$ cat src/rtl/gdtp_pkg.sv
// ----------------------------------------------------------------------------
// gdtp_pkg: shared types, constants and parse functions
// Character classes, parse state layout and the per-character step logic of
// the grouped decimal text parser.
// ----------------------------------------------------------------------------
`default_nettype none

package gdtp_pkg;

  // Default digit bounds
  localparam int MAX_SIGNIFICANT_DIGITS_DEF = 18;
  localparam int MAX_FRACTION_DIGITS_DEF    = 63;

  // Field widths
  localparam int CHAR_W  = 8;
  localparam int ACC_W   = 64;   // holds up to 19 digits before the 60-bit check
  localparam int MAG_W   = 60;
  localparam int SIG_W   = 5;    // significant digit count, up to bound + 1
  localparam int SCALE_W = 7;    // fraction digit count, saturates at 64
  localparam int FRAC_W  = 6;
  localparam int GRP_W   = 3;

  localparam logic [ACC_W-1:0] MAG_MAX = {{(ACC_W-MAG_W){1'b0}}, {MAG_W{1'b1}}};

  // Characters
  localparam logic [CHAR_W-1:0] CH_TAB   = 8'h09;
  localparam logic [CHAR_W-1:0] CH_CR    = 8'h0D;
  localparam logic [CHAR_W-1:0] CH_SPACE = 8'h20;
  localparam logic [CHAR_W-1:0] CH_PCT   = 8'h25;
  localparam logic [CHAR_W-1:0] CH_PLUS  = 8'h2B;
  localparam logic [CHAR_W-1:0] CH_COMMA = 8'h2C;
  localparam logic [CHAR_W-1:0] CH_MINUS = 8'h2D;
  localparam logic [CHAR_W-1:0] CH_POINT = 8'h2E;
  localparam logic [CHAR_W-1:0] CH_SLASH = 8'h2F;
  localparam logic [CHAR_W-1:0] CH_ZERO  = 8'h30;
  localparam logic [CHAR_W-1:0] CH_NINE  = 8'h39;
  localparam logic [CHAR_W-1:0] CH_UC_A  = 8'h41;
  localparam logic [CHAR_W-1:0] CH_UC_Z  = 8'h5A;
  localparam logic [CHAR_W-1:0] CH_LC_A  = 8'h61;
  localparam logic [CHAR_W-1:0] CH_LC_N  = 8'h6E;
  localparam logic [CHAR_W-1:0] CASE_GAP = 8'h20;

  typedef enum logic [2:0] {
    PH_LEAD,
    PH_CORE,
    PH_SIGNED,
    PH_INT,
    PH_FRAC
  } phase_e;

  typedef enum logic [2:0] {
    TK_START,
    TK_DASH,
    TK_N,
    TK_NSL,
    TK_NA,
    TK_NSLA,
    TK_DEAD
  } token_e;

  typedef enum logic [1:0] {
    ST_AVAILABLE,
    ST_UNAVAILABLE,
    ST_MALFORMED
  } status_e;

  typedef enum logic [2:0] {
    ERR_NONE,
    ERR_NO_PERCENT,
    ERR_MISSING_DIGITS,
    ERR_TWO_POINTS,
    ERR_INCOMPLETE,
    ERR_BAD_FRACTION,
    ERR_BAD_GROUPING,
    ERR_TOO_LONG
  } err_e;

  typedef struct packed {
    logic [CHAR_W-1:0] chr;
    logic              last;
  } in_item_t;

  typedef struct packed {
    phase_e             phase;
    token_e             tok;
    logic [GRP_W-1:0]   grp_len;
    logic               comma_seen;
    logic               fl_two_points;
    logic               fl_incomplete;
    logic               fl_bad_frac;
    logic               fl_bad_group;
    logic               neg;
    logic               pend_blank;
    logic               pend_pct;
    logic [ACC_W-1:0]   acc;
    logic [SIG_W-1:0]   sig_cnt;
    logic [SCALE_W-1:0] scale;
  } parse_st_t;

  typedef struct packed {
    status_e           status;
    err_e              code;
    logic              neg;
    logic [MAG_W-1:0]  mag;
    logic [FRAC_W-1:0] frac;
  } result_t;

  localparam parse_st_t PARSE_ST_RST = '{
    phase:         PH_LEAD,
    tok:           TK_START,
    grp_len:       '0,
    comma_seen:    1'b0,
    fl_two_points: 1'b0,
    fl_incomplete: 1'b0,
    fl_bad_frac:   1'b0,
    fl_bad_group:  1'b0,
    neg:           1'b0,
    pend_blank:    1'b0,
    pend_pct:      1'b0,
    acc:           '0,
    sig_cnt:       '0,
    scale:         '0
  };

  function automatic logic is_blank(input logic [CHAR_W-1:0] c);
    return c inside {CH_SPACE, [CH_TAB:CH_CR]};
  endfunction

  function automatic logic is_digit(input logic [CHAR_W-1:0] c);
    return c inside {[CH_ZERO:CH_NINE]};
  endfunction

  function automatic token_e advance_token(input token_e t, input logic [CHAR_W-1:0] c);
    logic [CHAR_W-1:0] lc;
    token_e            r;
    lc = (c inside {[CH_UC_A:CH_UC_Z]}) ? c + CASE_GAP : c;
    case (t)
      TK_START: begin
        r = (lc == CH_MINUS) ? TK_DASH : (lc == CH_LC_N) ? TK_N : TK_DEAD;
      end
      TK_N: begin
        r = (lc == CH_SLASH) ? TK_NSL : (lc == CH_LC_A) ? TK_NA : TK_DEAD;
      end
      TK_NSL: begin
        r = (lc == CH_LC_A) ? TK_NSLA : TK_DEAD;
      end
      default: begin
        r = TK_DEAD;
      end
    endcase
    return r;
  endfunction

  // Leading zeros are dropped; digits past the bound only mark the overflow.
  function automatic parse_st_t take_digit(input parse_st_t s, input logic [3:0] d,
                                           input logic [SIG_W-1:0] max_sig);
    parse_st_t r;
    r = s;
    if (s.sig_cnt != '0 || d != 4'd0) begin
      if (s.sig_cnt < max_sig) begin
        r.acc     = {s.acc[ACC_W-4:0], 3'b000} + {s.acc[ACC_W-2:0], 1'b0}
                  + {{(ACC_W-4){1'b0}}, d};
        r.sig_cnt = s.sig_cnt + SIG_W'(1);
      end else begin
        r.sig_cnt = max_sig + SIG_W'(1);
      end
    end
    return r;
  endfunction

  // Feed one non-blank character into the number grammar.
  function automatic parse_st_t commit_char(input parse_st_t s, input logic [CHAR_W-1:0] c,
                                            input logic pct, input logic [SIG_W-1:0] max_sig);
    parse_st_t r;
    logic      done;
    r    = s;
    done = 1'b0;
    if (r.phase == PH_CORE) begin
      r.phase = PH_SIGNED;
      if (c == CH_PLUS || c == CH_MINUS) begin
        r.neg = (c == CH_MINUS);
        done  = 1'b1;
      end
    end
    if (!done && r.phase == PH_SIGNED) begin
      if (c == CH_POINT) begin
        r.fl_incomplete = 1'b1;
        r.phase         = PH_FRAC;
        done            = 1'b1;
      end else begin
        r.phase = PH_INT;
      end
    end
    if (!done && r.phase == PH_INT) begin
      done = 1'b1;
      if (is_digit(c)) begin
        if (r.grp_len < GRP_W'(4)) begin
          r.grp_len = r.grp_len + GRP_W'(1);
        end
        if (r.comma_seen && r.grp_len > GRP_W'(3)) begin
          r.fl_bad_group = 1'b1;
        end
        r = take_digit(r, c[3:0], max_sig);
      end else if (c == CH_COMMA) begin
        if (pct) begin
          r.fl_bad_group = 1'b1;
        end
        if (!r.comma_seen) begin
          if (r.grp_len == '0 || r.grp_len > GRP_W'(3)) begin
            r.fl_bad_group = 1'b1;
          end
        end else if (r.grp_len != GRP_W'(3)) begin
          r.fl_bad_group = 1'b1;
        end
        r.comma_seen = 1'b1;
        r.grp_len    = '0;
      end else if (c == CH_POINT) begin
        if (r.comma_seen && r.grp_len != GRP_W'(3)) begin
          r.fl_bad_group = 1'b1;
        end
        r.phase = PH_FRAC;
      end else begin
        r.fl_bad_group = 1'b1;
      end
    end
    if (!done && r.phase == PH_FRAC) begin
      if (c == CH_POINT) begin
        r.fl_two_points = 1'b1;
      end else begin
        if (r.scale < SCALE_W'(64)) begin
          r.scale = r.scale + SCALE_W'(1);
        end
        if (is_digit(c)) begin
          r = take_digit(r, c[3:0], max_sig);
        end else begin
          r.fl_bad_frac = 1'b1;
        end
      end
    end
    return r;
  endfunction

  // Close the field: settle a held '%' and pick the result by error priority.
  function automatic result_t finish_field(input parse_st_t s, input logic pct,
                                           input logic [SIG_W-1:0] max_sig,
                                           input logic [SCALE_W-1:0] frac_lim);
    parse_st_t t;
    result_t   r;
    t = s;
    if (!pct && s.pend_pct) begin
      t          = commit_char(s, CH_PCT, 1'b0, max_sig);
      t.pend_pct = 1'b0;
    end
    r = '{status: ST_MALFORMED, code: ERR_NONE, neg: 1'b0, mag: '0, frac: '0};
    if (t.phase == PH_LEAD || t.tok == TK_DASH || t.tok == TK_NA || t.tok == TK_NSLA) begin
      r.status = ST_UNAVAILABLE;
    end else if (pct && !t.pend_pct) begin
      r.code = ERR_NO_PERCENT;
    end else if (t.phase == PH_CORE || t.phase == PH_SIGNED) begin
      r.code = ERR_MISSING_DIGITS;
    end else if (t.fl_two_points) begin
      r.code = ERR_TWO_POINTS;
    end else if (t.fl_incomplete || (t.phase == PH_FRAC && t.scale == '0)) begin
      r.code = ERR_INCOMPLETE;
    end else if (t.fl_bad_frac) begin
      r.code = ERR_BAD_FRACTION;
    end else if (t.fl_bad_group ||
                 (t.phase == PH_INT && t.comma_seen && t.grp_len != GRP_W'(3))) begin
      r.code = ERR_BAD_GROUPING;
    end else if (t.sig_cnt > max_sig || t.acc > MAG_MAX || t.scale > frac_lim) begin
      r.code = ERR_TOO_LONG;
    end else begin
      r.status = ST_AVAILABLE;
      r.mag    = t.acc[MAG_W-1:0];
      r.neg    = t.neg && (t.sig_cnt != '0);
      r.frac   = t.scale[FRAC_W-1:0];
    end
    return r;
  endfunction

endpackage

`default_nettype wire

$ cat src/rtl/gdtp_parse_core.sv
// ----------------------------------------------------------------------------
// gdtp_parse_core: parse state register and per-character step
// Advances the field state by one character per cycle while step_i is high, and
// forms the result when the last character of a field is stepped.
// ----------------------------------------------------------------------------
`default_nettype none

module gdtp_parse_core
  import gdtp_pkg::*;
#(
  parameter int MAX_SIGNIFICANT_DIGITS = MAX_SIGNIFICANT_DIGITS_DEF,
  parameter int MAX_FRACTION_DIGITS    = MAX_FRACTION_DIGITS_DEF
) (
  input  logic     clk_i,
  input  logic     rst_ni,
  input  logic     step_i,
  input  in_item_t item_i,
  input  logic     pct_mode_i,
  output result_t  result_o
);

  localparam int FracLim = (MAX_FRACTION_DIGITS < 63) ? MAX_FRACTION_DIGITS : 63;
  localparam logic [SIG_W-1:0]   MaxSig   = SIG_W'(MAX_SIGNIFICANT_DIGITS);
  localparam logic [SCALE_W-1:0] FracLimit = SCALE_W'(FracLim);

  parse_st_t st_q, st_d, st_step;
  logic      pend_pct, pend_blank;

  always_comb begin
    st_step    = st_q;
    pend_pct   = st_q.pend_pct;
    pend_blank = st_q.pend_blank;
    if (is_blank(item_i.chr)) begin
      if (st_q.phase != PH_LEAD) begin
        st_step.pend_blank = 1'b1;
      end
    end else begin
      // a blank inside the text kills any unavailable token
      if (pend_blank) begin
        st_step.tok = TK_DEAD;
      end
      st_step.tok = advance_token(st_step.tok, item_i.chr);
      if (st_step.phase == PH_LEAD) begin
        st_step.phase = PH_CORE;
      end
      if (pend_pct) begin
        st_step = commit_char(st_step, CH_PCT, pct_mode_i, MaxSig);
      end
      if (pend_blank) begin
        st_step = commit_char(st_step, CH_SPACE, pct_mode_i, MaxSig);
      end
      st_step.pend_blank = 1'b0;
      st_step.pend_pct   = 1'b0;
      if (pct_mode_i && item_i.chr == CH_PCT) begin
        st_step.pend_pct = 1'b1;
      end else begin
        st_step = commit_char(st_step, item_i.chr, pct_mode_i, MaxSig);
      end
    end
    result_o = finish_field(st_step, pct_mode_i, MaxSig, FracLimit);

    st_d = st_q;
    if (step_i) begin
      st_d = item_i.last ? PARSE_ST_RST : st_step;
    end
  end

  always_ff @(posedge clk_i or negedge rst_ni) begin
    if (!rst_ni) begin
      st_q <= PARSE_ST_RST;
    end else begin
      st_q <= st_d;
    end
  end

endmodule

`default_nettype wire

$ cat src/rtl/grouped_decimal_text_parser.sv
// ----------------------------------------------------------------------------
// grouped_decimal_text_parser: streaming decimal text field parser
// Reads a text field one character per transfer and returns one parsed
// number (status, error, sign, magnitude, scale) per field.
// ----------------------------------------------------------------------------
//
//   channel | direction | handshake                  | payload
//   --------+-----------+----------------------------+-----------------------------
//   in      | input     | in_valid_i / in_stall_o    | character_i, final_char_i
//   out     | output    | out_valid_o / out_stall_i  | status_o, error_code_o,
//           |           |                            | is_negative_o, magnitude_o,
//           |           |                            | fraction_digits_o
//   cfg     | input     | cfg_valid_i / cfg_ready_o  | cfg_data_i (percent_mode)
//
// One character per cycle is taken while in_stall_o is low; the parse state
// register and its single step of logic set that rate.
// A field's last character is registered in the input register; its result is then
// registered in the result register, and out_valid_o rises when that register loads.
// in_stall_o rises only while a last character waits behind a full, stalled
// result register. Reset clears control state and percent_mode; no clearing pass.
// ----------------------------------------------------------------------------
`default_nettype none

module grouped_decimal_text_parser
  import gdtp_pkg::*;
#(
  parameter int MAX_SIGNIFICANT_DIGITS = MAX_SIGNIFICANT_DIGITS_DEF,
  parameter int MAX_FRACTION_DIGITS    = MAX_FRACTION_DIGITS_DEF
) (
  input  logic              clk_i,
  input  logic              rst_ni,
  // character stream
  input  logic              in_valid_i,
  output logic              in_stall_o,
  input  logic [CHAR_W-1:0] character_i,
  input  logic              final_char_i,
  // parsed numbers
  output logic              out_valid_o,
  input  logic              out_stall_i,
  output logic [1:0]        status_o,
  output logic [2:0]        error_code_o,
  output logic              is_negative_o,
  output logic [MAG_W-1:0]  magnitude_o,
  output logic [FRAC_W-1:0] fraction_digits_o,
  // configuration write
  input  logic              cfg_valid_i,
  output logic              cfg_ready_o,
  input  logic              cfg_data_i
);

  logic     pct_mode_q;
  logic     in_valid_q;
  in_item_t in_q;
  logic     out_valid_q;
  result_t  out_q;
  result_t  result;
  logic     step;
  logic     in_take;
  logic     out_load;

  // Configuration is always taken; the user must write it only while idle, as the block does not enforce this.
  assign cfg_ready_o = 1'b1;

  always_ff @(posedge clk_i or negedge rst_ni) begin
    if (!rst_ni) begin
      pct_mode_q <= 1'b0;
    end else if (cfg_valid_i) begin
      pct_mode_q <= cfg_data_i;
    end
  end

  // Advance the held character unless it closes a field and the result
  // register cannot take the new result this cycle.
  assign step       = in_valid_q && !(in_q.last && out_valid_q && out_stall_i);
  assign in_stall_o = in_valid_q && !step;
  assign in_take    = in_valid_i && !in_stall_o;
  assign out_load   = step && in_q.last;

  always_ff @(posedge clk_i or negedge rst_ni) begin
    if (!rst_ni) begin
      in_valid_q <= 1'b0;
    end else if (in_take) begin
      in_valid_q <= 1'b1;
    end else if (step) begin
      in_valid_q <= 1'b0;
    end
  end

  always_ff @(posedge clk_i) begin
    if (in_take) begin
      in_q <= '{chr: character_i, last: final_char_i};
    end
  end

  gdtp_parse_core #(
    .MAX_SIGNIFICANT_DIGITS (MAX_SIGNIFICANT_DIGITS),
    .MAX_FRACTION_DIGITS    (MAX_FRACTION_DIGITS)
  ) u_core (
    .clk_i      (clk_i),
    .rst_ni     (rst_ni),
    .step_i     (step),
    .item_i     (in_q),
    .pct_mode_i (pct_mode_q),
    .result_o   (result)
  );

  // Result register: load a closing result, drop it once transferred.
  always_ff @(posedge clk_i or negedge rst_ni) begin
    if (!rst_ni) begin
      out_valid_q <= 1'b0;
    end else if (out_load) begin
      out_valid_q <= 1'b1;
    end else if (!out_stall_i) begin
      out_valid_q <= 1'b0;
    end
  end

  always_ff @(posedge clk_i) begin
    if (out_load) begin
      out_q <= result;
    end
  end

  assign out_valid_o       = out_valid_q;
  assign status_o          = out_q.status;
  assign error_code_o      = out_q.code;
  assign is_negative_o     = out_q.neg;
  assign magnitude_o       = out_q.mag;
  assign fraction_digits_o = out_q.frac;

endmodule

`default_nettype wire

$ cat config.mk
export PLATFORM = sky130hd
export DESIGN_NAME = grouped_decimal_text_parser
export DESIGN_NICKNAME = d
export VERILOG_FILES = /design/src/rtl/gdtp_pkg.sv /design/src/rtl/gdtp_parse_core.sv /design/src/rtl/grouped_decimal_text_parser.sv
export SDC_FILE = /design/constraint.sdc
export NUM_CORES = 1
export LEC_CHECK = 0
export BUFFER_PORTS_ARGS = -buffer_cell sky130_fd_sc_hd__buf_2
export CAP_MARGIN = 30
export CORE_AREA = 10 10 184 221
export DETAILED_ROUTE_END_ITERATION = 6
export DIE_AREA = 0 0 194 231
export PLACE_DENSITY = 0.72
export RECOVER_POWER = 50
export SLEW_MARGIN = 10
export SYNTH_ARGS = -nofsm -noshare
export SYNTH_HDL_FRONTEND = slang
export SYNTH_SLANG_ARGS = --single-unit
$ cat constraint.sdc
create_clock -name clk_i -period 8.8 [get_ports clk_i]
set_input_delay 0.88 -clock clk_i [delete_from_list [all_inputs] [get_ports clk_i]]
set_output_delay 0.88 -clock clk_i [all_outputs]
set_load 0.02 [all_outputs]
# ---- Word level (Yosys, flattened, before mapping)
# Index checks and enable logic that the tools add are counted.
dict set report op_classes {
  muxes 140
  eq_ne 38
  add_sub_neg 12
  reduce_logical 62
  magnitude_cmp 18
}
# operator n
set ops {}
lappend ops {{2-to-1 mux 93 bit} 10}
lappend ops {{2-to-1 mux 76 bit} 3}
lappend ops {{2-to-1 mux 69 bit} 2}
lappend ops {{adder 64 x 4 -> 64 bit} 2}
lappend ops {{adder 64 bit} 2}
lappend ops {{2-to-1 mux 64 bit} 2}
lappend ops {{2-to-1 mux 3 bit} 42}
lappend ops {{2-to-1 mux 82 bit} 1}
lappend ops {{2-to-1 mux 77 bit} 1}
lappend ops {{equality test 8 x 6 -> 1 bit (second input constant)} 8}
lappend ops {{greater-than comparator 64 x 60 -> 1 bit (second input constant)} 1}
lappend ops {{2-to-1 mux 7 bit} 7}
lappend ops {{2-to-1 mux 1 bit} 48}
lappend ops {{2-to-1 mux 12 bit} 4}
lappend ops {{equality test 3 x 2 -> 1 bit (second input constant)} 12}
lappend ops {{adder 7 x 1 -> 7 bit (second input constant)} 4}
lappend ops {{less-than comparator 7 bit (second input constant)} 4}
lappend ops {{logical AND 1 bit} 24}
lappend ops {{2-to-1 mux 2 bit} 11}
lappend ops {{equality test 3 bit (second input constant)} 7}
lappend ops {{equality test 3 x 1 -> 1 bit (second input constant)} 6}
lappend ops {{equality test 8 x 7 -> 1 bit (second input constant)} 2}
lappend ops {{2-to-1 mux 16 bit} 1}
lappend ops {{2-to-1 mux 15 bit} 1}
lappend ops {{other kinds (32)} 65}
dict set report totals {
  register_bits 177
  output_inout_bits 75
  inputBits 15
  elab_cells 296
}

# ---- Depth between registers and ports, before layout
# Gate-level depths: netlist of the first run.
dict set report logic_depth {
  word_depth 91
  depth_mapped 33
  ltp_nobuf 29
}

# ---- Hierarchy
# From an unflattened synthesis of the first run, not the netlist that was laid out.
dict set report unflattened {
  cells_unflattened 2475
  hier_area_um2 20364.5
}
# mod area_per_inst_um2 seq_area_each_um2 instances cells_each
set by_module_without_submodules {}
lappend by_module_without_submodules {gdtp_parse_core 17785.8 2327.2 1 2378}
lappend by_module_without_submodules {grouped_decimal_text_parser 2578.7 2507.4 1 97}

# ---- Worst setup path before layout of the first run
# No wires, ideal clock.
dict set report synth_path {
  kind {reg-to-reg}
  startpoint {reg in_q[4] (netlist bit)}
  endpoint {reg out_q, in the netlist magnitude_o[4] (data pin)}
  t_required_ps 8662
  t_arrival_ps 7030
  n_path_buf 4
  setup_time_ps 138
  synth_period_minus_slack_ps 7167
  setup_slack_ps 1633
  stages_incl_launch_ff 31
  path_cell_list {edfxtp_1 -> fa_1 -> inv_1 -> fa_1 -> nand2b_1 -> a211oi_1 -> o21bai_1 -> o211a_1 -> nor3b_1 -> nor2_1 -> o21bai_1 -> a21oi_1 -> xor2_1 -> o21ai_0 -> ha_1 -> ha_1 -> clkbuf_1 -> nand4_1 -> nor2_1 -> nand3_1 -> o41a_1 -> a2111oi_0 -> o21a_1 -> o21ai_0 -> a21oi_1 -> nand4_1 -> or4_1 -> buf_2 -> buf_6 -> buf_8 -> nor2_4}
}
dict set report synth_between {
  elab_chain_cells 42
  elab_cells_between_ends 150
  classes_between {add/sub (7); order compare (12); eq/ne (24); mux (72); reduce/logical (35)}
}
# element line_no
set synth_lines {}
lappend synth_lines {{start: declaration} grouped_decimal_text_parser.sv:53} ;# in_item_t in_q;
lappend synth_lines {{start signal: assignment} grouped_decimal_text_parser.sv:91} ;# in_q <= '{chr: character_i, last: final_char_i};
lappend synth_lines {{parallel branches: the longest is 37 deep, another holds adder 64 x 4 -> 64 bit} -}
lappend synth_lines {{2-to-1 mux 93 bit *} gdtp_pkg.sv:250} ;# if (!pct && s.pend_pct) begin
lappend synth_lines {{parallel branches: the longest is 4 deep, another holds greater-than comparator 64 x 60 -> 1 bit} -}
lappend synth_lines {{end signal: assignment} grouped_decimal_text_parser.sv:120} ;# out_q <= result;
lappend synth_lines {{end: declaration} grouped_decimal_text_parser.sv:55} ;# result_t out_q;
# Mark *: on every way between the ends. The select of a mux whose other input is x is not followed.
# A chain may end at the register's enable or synchronous reset.

# ---- Worst setup path after layout of the first run
dict set report layout_path {
  startpoint {reg u_core.st_q[12] (netlist bit)}
  endpoint {reg out_q, in the netlist magnitude_o[49] (data pin)}
}
dict set report layout_between {
  elab_chain_cells 26
}
# element line_no
set layout_lines {}
lappend layout_lines {{start: declaration} gdtp_parse_core.sv:26} ;# parse_st_t st_q, st_d, st_step;
lappend layout_lines {{start signal: assignment} gdtp_parse_core.sv:72} ;# st_q <= st_d;
lappend layout_lines {{2-to-1 mux 93 bit} gdtp_parse_core.sv:46} ;# if (pend_pct) begin
lappend layout_lines {{2-to-1 mux 93 bit} gdtp_parse_core.sv:33} ;# if (is_blank(item_i.chr)) begin
lappend layout_lines {{2-to-1 mux 93 bit} gdtp_parse_core.sv:49} ;# if (pend_blank) begin
lappend layout_lines {{2-to-1 mux 93 bit} gdtp_parse_core.sv:33}
lappend layout_lines {{adder 64 bit} gdtp_pkg.sv:161} ;# r.acc = {s.acc[ACC_W-4:0], 3'b000} + {s.acc[ACC_W-2:0], 1'b0}
lappend layout_lines {{adder 64 x 4 -> 64 bit} gdtp_pkg.sv:162} ;# + {{(ACC_W-4){1'b0}}, d};
lappend layout_lines {{2-to-1 mux 64 bit} gdtp_pkg.sv:160} ;# if (s.sig_cnt < max_sig) begin
lappend layout_lines {{2-to-1 mux 69 bit} gdtp_pkg.sv:159} ;# if (s.sig_cnt != '0 || d != 4'd0) begin
lappend layout_lines {{[... 9 more ...]} -}
lappend layout_lines {{2-to-1 mux 82 bit} gdtp_pkg.sv:227} ;# if (c == CH_POINT) begin
lappend layout_lines {{2-to-1 mux 93 bit} gdtp_pkg.sv:226} ;# if (!done && r.phase == PH_FRAC) begin
lappend layout_lines {{2-to-1 mux 76 bit} gdtp_parse_core.sv:54} ;# if (pct_mode_i && item_i.chr == CH_PCT) begin
lappend layout_lines {{2-to-1 mux 77 bit *} gdtp_parse_core.sv:33}
lappend layout_lines {{2-to-1 mux 93 bit *} gdtp_pkg.sv:250}
lappend layout_lines {{greater-than comparator 64 x 60 -> 1 bit} gdtp_pkg.sv:270} ;# end else if (t.sig_cnt > max_sig || t.acc > MAG_MAX || t.scale > frac_lim) begin
lappend layout_lines {{logical OR 1 bit (2 in series)} gdtp_pkg.sv:270}
lappend layout_lines {{OR reduction 8 bit (no line)} -}
# Mark *: on every way between the ends. The rest lies on a longest branch, timed or not. The select of a mux whose other input is x is not followed.

==> results of run 1 <==
power by group through the flow:
stage	combinational, mW	clock (mW)	sequential, mW
detailed placement	0.265	0	0.939
global route	0.288	0.820	0.927
floorplan	0.166	0	0.944
CTS	0.266	0.795	0.922
finish	0.265	0.784	0.923
global placement	0.260	0	0.938
cell usage after synthesis, types with 19 or more instances:
| library cell | n |
|---|---|
| xor2_1 | 66 |
| nor2b_1 | 23 |
| a21oi_1 | 246 |
| o221ai_1 | 19 |
| nand2_1 | 322 |
| xnor2_1 | 67 |
| o21ai_0 | 244 |
| nor2_1 | 187 |
| nand3_1 | 61 |
| clkbuf_1 | 119 |
| inv_1 | 68 |
| ha_1 | 256 |
| edfxtp_1 | 81 |
| o21a_1 | 25 |
| a211oi_1 | 26 |
| o22ai_1 | 22 |
| nand4_1 | 50 |
| o21bai_1 | 26 |
| a21o_1 | 43 |
| nor3_1 | 46 |
| dfrtp_1 | 96 |
| a31oi_1 | 31 |
| o31ai_1 | 19 |
| nand2b_1 | 22 |
cells by family after synthesis:
group | count (synthesis)
multiplexers | 21
AND/OR/NAND/NOR | 835
other | 1
adder cells (fa/ha/maj) | 259
flip-flops | 177
buffers and inverters | 213
XOR/XNOR | 133
AO/OA/AOI/OAI | 851
cell type report:
cell class	instances	area, um^2	share of cell area [%]
well taps	474	593	2.84
repair buffers	119	626	2.99
clock buffers	17	425	2.03
flip-flops and latches	177	4830	23.1
multi-input cells	2100	14000	67.1
clock inverters	15	149	0.712
inverters	68	255	1.22
worst paths after layout:
path / start / end / slack [ns]
min: u_core.st_q[75]$_DFFE_PN0P_ / u_core.st_q[75]$_DFFE_PN0P_ / 0.49
max: u_core.st_q[12]$_DFFE_PN0P_ / magnitude_o[49]$_SDFFCE_PP0P_ / 0.58
min reg2reg: u_core.st_q[75]$_DFFE_PN0P_ / u_core.st_q[75]$_DFFE_PN0P_ / 0.49
max reg2reg: u_core.st_q[12]$_DFFE_PN0P_ / magnitude_o[49]$_SDFFCE_PP0P_ / 0.58
min in group asynchronous: rst_ni / u_core.st_q[3]$_DFFE_PN0P_ / 1.01
max in group asynchronous: rst_ni / u_core.st_q[49]$_DFFE_PN0P_ / 2.98
routing by layer:
layer	up-vias	global-route usage (%)	share of wire, %
li1	9225	-	-
met1	9428	34.9	41
met2	770	51.5	49
met3	149	4.64	6.3
met4	0	12.8	4.0
met5	-	0	0
registers in the layout, summed over array words and instances (netlist names):
register	flops
u_core.pend_pct	1
error_code_o	3
pct_mode_q	1
fraction_digits_o	6
status_o	2
u_core.pend_blank	1
out_valid_o	1
u_core.st_q	91
in_q	9
in_valid_q	1
is_negative_o	1
magnitude_o	60
worst max-delay path, delay by kind of cell (launching register included):
kind	cells	cell delay (ns)
compound gates	10	2.78
buf+inv	2	0.26
fa+ha+maj	4	1.67
simple gates	11	2.91
flops	1	0.46
metrics by stage:
stage	hold WS [ns]	worst slack, ns	power [mW]
after floorplan	0.445	1.63	1.11
after global placement	0.466	0.746	1.20
after detailed placement	0.469	0.562	1.20
after CTS	0.358	0.502	1.98
after global routing	0.504	0.121	2.03
final	0.491	0.580	1.97
==> tab_implementation.tex, run 1 <==
\begin{tabular}{lr}
\hline
Metric & Value \\
\hline
\multicolumn{2}{l}{\textbf{Outcome}} \\
Outcome & complete, but fails checks \\
Failing checks & max-capacitance violations, max-slew violations \\
\multicolumn{2}{l}{\textbf{Yosys}} \\
Most common flop cell mapped by yosys & dfrtp\_1 \\
Mean instance size in the synthesized netlist & 7.91 um\^{}2 \\
Synthesized instance count & 2490 \\
Total number of yosys warnings & 0 \\
Number of distinct library cells after synthesis & 97 \\
Biggest area contributors in the synthesized netlist & ha\_1 16\%, edfxtp\_1 12\%, dfrtp\_1 12\%, a21oi\_1 6.3\%, o21ai\_0 6.2\% \\
Share of Yosys cell area claimed by the top area cell type & 16.3\% \\
Post-synthesis share of cell area spent on full adders, half adders and majority gates & 16.6\% \\
Fraction of the mapped netlist area in compound gates & 27.0\% \\
Combinational family with the most area after synthesis & compound AO/OA/AOI/OAI gates \\
Asr flop ratio synth & 54.2\% \\
Library cell with the largest summed area after synthesis & ha\_1 \\
Post-Synth Simple-Gate Area & 20.4\% \\
Number of storage elements in the synthesis netlist & 177 \\
Post-Synthesis Net Count & 2764 \\
Post-Synth XOR/XNOR Area & 5.92\% \\
Mapped cell area & 19700 um\^{}2 \\
EDFF count, synth & 81 \\
Share of the yosys chip area belonging to registers & 24.6\% \\
Post-synthesis mux area share & 1.19\% \\
\multicolumn{2}{l}{\textbf{CTS}} \\
Number of buffers added by the clock tree synthesis step & 17 \\
Clock-pin transition on the worst setup and hold timing paths & 0.08 ns \\
TritonCTS clock tree & built \\
Hold Buf Count CTS & 0 \\
CTS H-Tree Depth & 4 \\
Post-CTS resize count & 0 \\
Number of sinks handled by clock tree synthesis & 177 \\
Buffers inserted during post-CTS setup optimization & 0 \\
Clock tree buffer depth & 2 \\
Skew-Pair Late Insertion Delay & 0.48 ns \\
Clock root buffer master & clkbuf\_16 \\
\multicolumn{2}{l}{\textbf{Pwr}} \\
Power density relative to cell area & 94.3 nW/um\^{}2 \\
Proportion of total power due to net switching & 31.7\% \\
Clock group share of total power & 39.8\% \\
Fraction of power consumed by combinational cells & 13.4\% \\
Net load switching power & 626 uW \\
Int Pwr & 1.35 mW \\
Max rail drop VDD & 0.121 mV \\
Reg power frac & 46.8\% \\
Leakage power & 8.92 nW \\
\multicolumn{2}{l}{\textbf{Worst setup path}} \\
Req. time, crit path & 9.15 ns \\
Critical path's slowest cell & a2111oi\_1 \\
FF-to-FF path depth & 27 \\
Highest cell delay on the worst timing path & 0.58 ns \\
WP data arrival & 8.57 ns \\
Crit. End Element & flop \\
CP Class & reg -> reg \\
Critical path peak fanout & 31 \\
Worst Setup Start Kind & flop \\
\multicolumn{2}{l}{\textbf{Finish}} \\
Utilization of the core after routing & 57.4\% \\
Post-synthesis to final-layout area growth & 6.24\% \\
Final Instance Count excl. Fillers & 2970 \\
Number of nets in the finished design & 2757 \\
Summed area of non-filler cells in the final layout & 20900 um\^{}2 \\
Antenna cell count & 0 \\
Top library cells by usage in the layout, fill and taps aside & 321 x nand2\_1, 256 x ha\_1, 246 x a21oi\_1, 244 x o21ai\_0, 186 x nor2\_1 \\
Ratio of cells with drive above 1 in the final layout & 5.37\% \\
Most common library cell in the layout ignoring fill and taps & nand2\_1 \\
Filler instances & 3465 \\
\multicolumn{2}{l}{\textbf{GRT}} \\
Number of global-route vias before repair & 19100 \\
Wire length of the first global-routing pass & 107000 um \\
Overall fraction of global-route tracks in use & 29.4\% \\
Gr ovfl total & 0 \\
Pin count of the biggest net entering global routing & 64 \\
Number of antenna violations at the first check in global routing & 0 \\
\multicolumn{2}{l}{\textbf{Flow run}} \\
MaxCap Viol Count & 2 \\
\multicolumn{2}{l}{\textbf{STA}} \\
Worst rel slew slack & -143\% \\
Setup TNS Final & 0 ns \\
Final cycle utilization of the critical path & 93.4\% \\
Slew Viols, Final & 93 \\
Achievable clock frequency & 122 MHz \\
Count of final hold-check violations & 0 \\
Worst setup skew after layout & 0.0124 ns \\
Actual transition at the worst max-transition pin & 3.64 ns \\
RSZ-0062 raised after global routing & false \\
Number of setup violations in the final report & 0 \\
Minimum clock period after layout & 8.22 ns \\
\multicolumn{2}{l}{\textbf{Routing}} \\
Routed WL per cell & 23.0 um \\
Residual antenna-violating net count after detailed routing & 0 \\
Iteration-0 DRC Markers & 1808 \\
First-pass DRT Iterations & 6 \\
Routed Wire Length & 68200 um \\
Via Count & 19600 \\
Post-DR vias/cell & 6.59 \\
Remaining DRCs & 0 \\
\multicolumn{2}{l}{\textbf{Die}} \\
Core area & 36400 um\^{}2 \\
Vertical extent of the die & 231 um \\
Floorplan row count & 77 \\
Die Footprint & 44800 um\^{}2 \\
Initial core utilization & 54.1\% \\
Die span in x & 194 um \\
I/O pin count & 90 \\
\multicolumn{2}{l}{\textbf{Place}} \\
Total cell area at the placement stage & 20400 um\^{}2 \\
Count of port buffers added during placement & 88 \\
Detailed-placement wirelength estimate & 51500 um \\
Placer's final routability congestion estimate & 0.990 \\
Inst Count DP & 2936 \\
\multicolumn{2}{l}{\textbf{Worst hold path}} \\
Tightest Hold Check Type & reg -> reg \\
Hold Path Cell Cnt & 2 \\
\hline
\end{tabular}
Note: power is estimated with default switching activity, not from simulation.
==> run 2, diff against run 1 <==
CORE_AREA = 2 2 176 213   (was 10 10 184 221)
DIE_AREA = 0 0 178 215   (was 0 0 194 231)
MAX_ROUTING_LAYER = met4   (was not set)
==> tab_implementation.tex, run 2 (synthesis results as in run 1) <==
\begin{tabular}{lr}
\hline
Metric & Value \\
\hline
\multicolumn{2}{l}{\textbf{Worst hold path}} \\
Hold Path Cell Cnt & 2 (unchanged) \\
Tightest Hold Check Type & reg -> reg \\
Endpoint with the worst hold slack & u\_core.st\_q[75]\$\_DFFE\_PN0P\_ \\
Launch point of the worst hold path & u\_core.st\_q[75]\$\_DFFE\_PN0P\_ \\
\multicolumn{2}{l}{\textbf{Worst setup path}} \\
Register-to-register path setup slack & 0.53 ns (-0.05 ns) \\
FF-to-FF path depth & 27 (unchanged) \\
Source of the worst register-to-register timing path & u\_core.st\_q[12]\$\_DFFE\_PN0P\_ \\
Reg-to-Reg End & fraction\_digits\_o[2]\$\_SDFFCE\_PP0P\_ \\
Crit. End Element & flop \\
CP Class & reg -> reg \\
WP data arrival & 8.61 ns (+0.04 ns) \\
Critical path peak fanout & 67 (+120\%) \\
Worst Setup Start Kind & flop \\
Req. time, crit path & 9.13 ns (-0.02 ns) \\
\multicolumn{2}{l}{\textbf{Die}} \\
Initial core utilization & 54.2\% (+0.14 points) \\
Floorplan row count & 77 (unchanged) \\
I/O pin count & 90 (unchanged) \\
Core area & 36300 um\^{}2 (-0.26\%) \\
Die span in x & 178 um (-8.2\%) \\
Die Footprint & 38300 um\^{}2 (-15\%) \\
Vertical extent of the die & 215 um (-6.9\%) \\
\multicolumn{2}{l}{\textbf{STA}} \\
Achievable clock frequency & 121 MHz (-0.65\%) \\
Count of final hold-check violations & 0 (unchanged) \\
Slew Viols, Final & 117 (+26\%) \\
RSZ-0062 raised after global routing & false \\
Worst setup skew after layout & 0.0113 ns (-0.00104 ns) \\
Final cycle utilization of the critical path & 94.0\% (+0.61 points) \\
Final worst slack & 0.526 ns (-0.0538 ns) \\
Worst rel slew slack & -96.6\% (+46 points) \\
Minimum clock period after layout & 8.27 ns (+0.0538 ns) \\
Number of setup violations in the final report & 0 (unchanged) \\
Setup TNS Final & 0 ns (unchanged) \\
Actual transition at the worst max-transition pin & 2.95 ns (-0.688 ns) \\
\multicolumn{2}{l}{\textbf{Finish}} \\
Ratio of cells with drive above 1 in the final layout & 5.40\% (+0.034 points) \\
Top reg by flops & u\_core.st\_q \\
Top library cells by usage in the layout, fill and taps aside & 321 x nand2\_1, 256 x ha\_1, 246 x a21oi\_1, 244 x o21ai\_0, 186 x nor2\_1 \\
Post-synthesis to final-layout area growth & 6.49\% \\
Most common library cell in the layout ignoring fill and taps & nand2\_1 \\
Number of nets in the finished design & 2760 (+0.11\%) \\
Flip-flop count of the largest register after layout & 91 (unchanged) \\
Utilization of the core after routing & 57.7\% (+0.29 points) \\
Antenna cell count & 0 (unchanged) \\
Filler instances & 3446 (-0.55\%) \\
\multicolumn{2}{l}{\textbf{Routing}} \\
Routed WL per cell & 22.3 um (-2.9\%) \\
Via Count & 19500 (-0.29\%) \\
Residual antenna-violating net count after detailed routing & 0 (unchanged) \\
Iteration-0 DRC Markers & 1691 (-6.5\%) \\
First-pass DRT Iterations & 5 (-1) \\
Routed Wire Length & 66300 um (-2.8\%) \\
Remaining DRCs & 0 (unchanged) \\
Post-DR vias/cell & 6.56 (-0.39\%) \\
\multicolumn{2}{l}{\textbf{Pwr}} \\
Power density relative to cell area & 95.5 nW/um\^{}2 (+1.2\%) \\
Fraction of power consumed by combinational cells & 13.3\% (about the same) \\
Int Pwr & 1.40 mW (+3.9\%) \\
Reg power frac & 46.1\% (-0.7 points) \\
Leakage power & 8.95 nW (+0.29\%) \\
Net load switching power & 603 uW (-3.7\%) \\
Max rail drop VDD & 0.128 mV (+6.1\%) \\
Clock group share of total power & 40.6\% (+0.8 points) \\
Proportion of total power due to net switching & 30.1\% (-1.6 points) \\
\multicolumn{2}{l}{\textbf{CTS}} \\
Skew-Pair Late Insertion Delay & 0.49 ns (about the same) \\
Clock tree buffer depth & 2 (unchanged) \\
Clock root buffer master & clkbuf\_16 \\
TritonCTS clock tree & built \\
Hold Buf Count CTS & 0 (unchanged) \\
Post-CTS resize count & 0 (unchanged) \\
Number of sinks handled by clock tree synthesis & 177 (unchanged) \\
CTS H-Tree Depth & 4 (unchanged) \\
Buffers inserted during post-CTS setup optimization & 0 (unchanged) \\
Number of buffers added by the clock tree synthesis step & 17 (unchanged) \\
Clock-pin transition on the worst setup and hold timing paths & 0.08 ns (about the same) \\
\multicolumn{2}{l}{\textbf{Outcome}} \\
Outcome & complete, but fails checks \\
Failing checks & max-capacitance violations, max-slew violations \\
\multicolumn{2}{l}{\textbf{GRT}} \\
GR Layer Usage met1 & 43.4\% (+8.4 points) \\
Most used routing layer in global routing & met2 \\
Wire length of the first global-routing pass & 104000 um (-2.2\%) \\
Pin count of the biggest net entering global routing & 79 (+23\%) \\
Global routing met2 resource utilization & 58.3\% (+6.8 points) \\
Overall fraction of global-route tracks in use & 35.9\% (+6.4 points) \\
Number of global-route vias before repair & 19100 (+0.094\%) \\
Number of antenna violations at the first check in global routing & 0 (unchanged) \\
Routing usage on met3 & 3.75\% (-0.89 points) \\
Gr ovfl total & 0 (unchanged) \\
\multicolumn{2}{l}{\textbf{Place}} \\
Count of port buffers added during placement & 88 (unchanged) \\
Setup Slack @ Placement & 0.459 ns (-0.103 ns) \\
Placer's final routability congestion estimate & 0.975 (-1.5\%) \\
Detailed-placement wirelength estimate & 49700 um (-3.5\%) \\
\multicolumn{2}{l}{\textbf{Flow run}} \\
MaxCap Viol Count & 3 (+1) \\
\hline
\end{tabular}
[run 2: cell count changes in the layout (fill, tap and decap cells not counted), sizes merged]
cell and delta:
inv +1, clkbuf +2, clkinv -3, bufinv +2, buf +1
[run 2: worst max-delay path, cell delays in order, from the launching register on]
cell and delay (ns):
dfrtp_1 0.45, fa_1 0.55, inv_1 0.07, fa_1 0.44, nand2b_1 0.23, a211oi_2 0.36
o21bai_1 0.16, o211a_1 0.29, nor3b_1 0.44, nor2_1 0.14, o21bai_1 0.25, a21oi_1 0.17
or4_1 0.50, nand3_1 0.17, ha_1 0.26, ha_1 0.39, nand4_1 0.23, nor2_1 0.24
nand3_1 0.12, o41a_1 0.47, a2111oi_1 0.55, o21a_1 0.16, o21ai_0 0.11, a21oi_1 0.16
nand4_1 0.17, or4_4 0.47, buf_12 0.20, nor2_1 0.19
[run 2: power groups by stage]
stage,sequential (mW),combinational [mW],clock (mW)
finish,0.923,0.265,0.813
global route,0.926,0.288,0.852
CTS,0.922,0.264,0.821
detailed placement,0.938,0.263,0
global placement,0.937,0.256,0
floorplan,0.944,0.166,0
[run 2: worst max path at each step]
stage,startpoint,endpoint,slack (ns),cells past startpoint
after detailed placement,in_q[4]$_DFFE_PP_,is_negative_o$_SDFFCE_PP0P_,0.46,27
after global routing,in_q[4]$_DFFE_PP_,is_negative_o$_SDFFCE_PP0P_,0.05,27
after floorplan,in_q[4]$_DFFE_PP_,magnitude_o[4]$_SDFFCE_PP0P_,1.63,30
final,u_core.st_q[12]$_DFFE_PN0P_,fraction_digits_o[2]$_SDFFCE_PP0P_,0.53,27
after global placement,u_core.st_q[12]$_DFFE_PN0P_,is_negative_o$_SDFFCE_PP0P_,0.67,27
after CTS,in_q[4]$_DFFE_PP_,is_negative_o$_SDFFCE_PP0P_,0.41,27
[run 2: final cells by class]
| cell class | instances | area [um^2] | area share [%] |
|---|---|---|---|
| clock buffer | 17 | 425 | 2.03 |
| inverter | 68 | 255 | 1.22 |
| multi-input combinational | 2100 | 14000 | 66.9 |
| timing repair buffer | 122 | 653 | 3.12 |
| sequential | 177 | 4830 | 23.1 |
| clock inverter | 15 | 170 | 0.812 |
| tap | 474 | 593 | 2.83 |
[run 2: stage by stage]
| stage | std cells | power (mW) | hold WS (ns) | area [um^2] |
|---|---|---|---|---|
| 6_report | 2973 | 2.00 | 0.488 | 21000 |
| 5_1_grt | 2973 | 2.07 | 0.531 | 21000 |
| 4_1_cts | 2970 | 2.01 | 0.362 | 21000 |
| 3_5_place_dp | 2938 | 1.20 | 0.473 | 20400 |
| 3_3_place_gp | 2936 | 1.19 | 0.462 | 20400 |
| 2_1_floorplan | 2490 | 1.11 | 0.445 | 19700 |
[run 2: layer usage]
metal,share of wire (%),up-vias
li1,-,9217
met1,42,9361
met2,48,740
met3,4.8,198
met4,5.4,0
met5,0,-
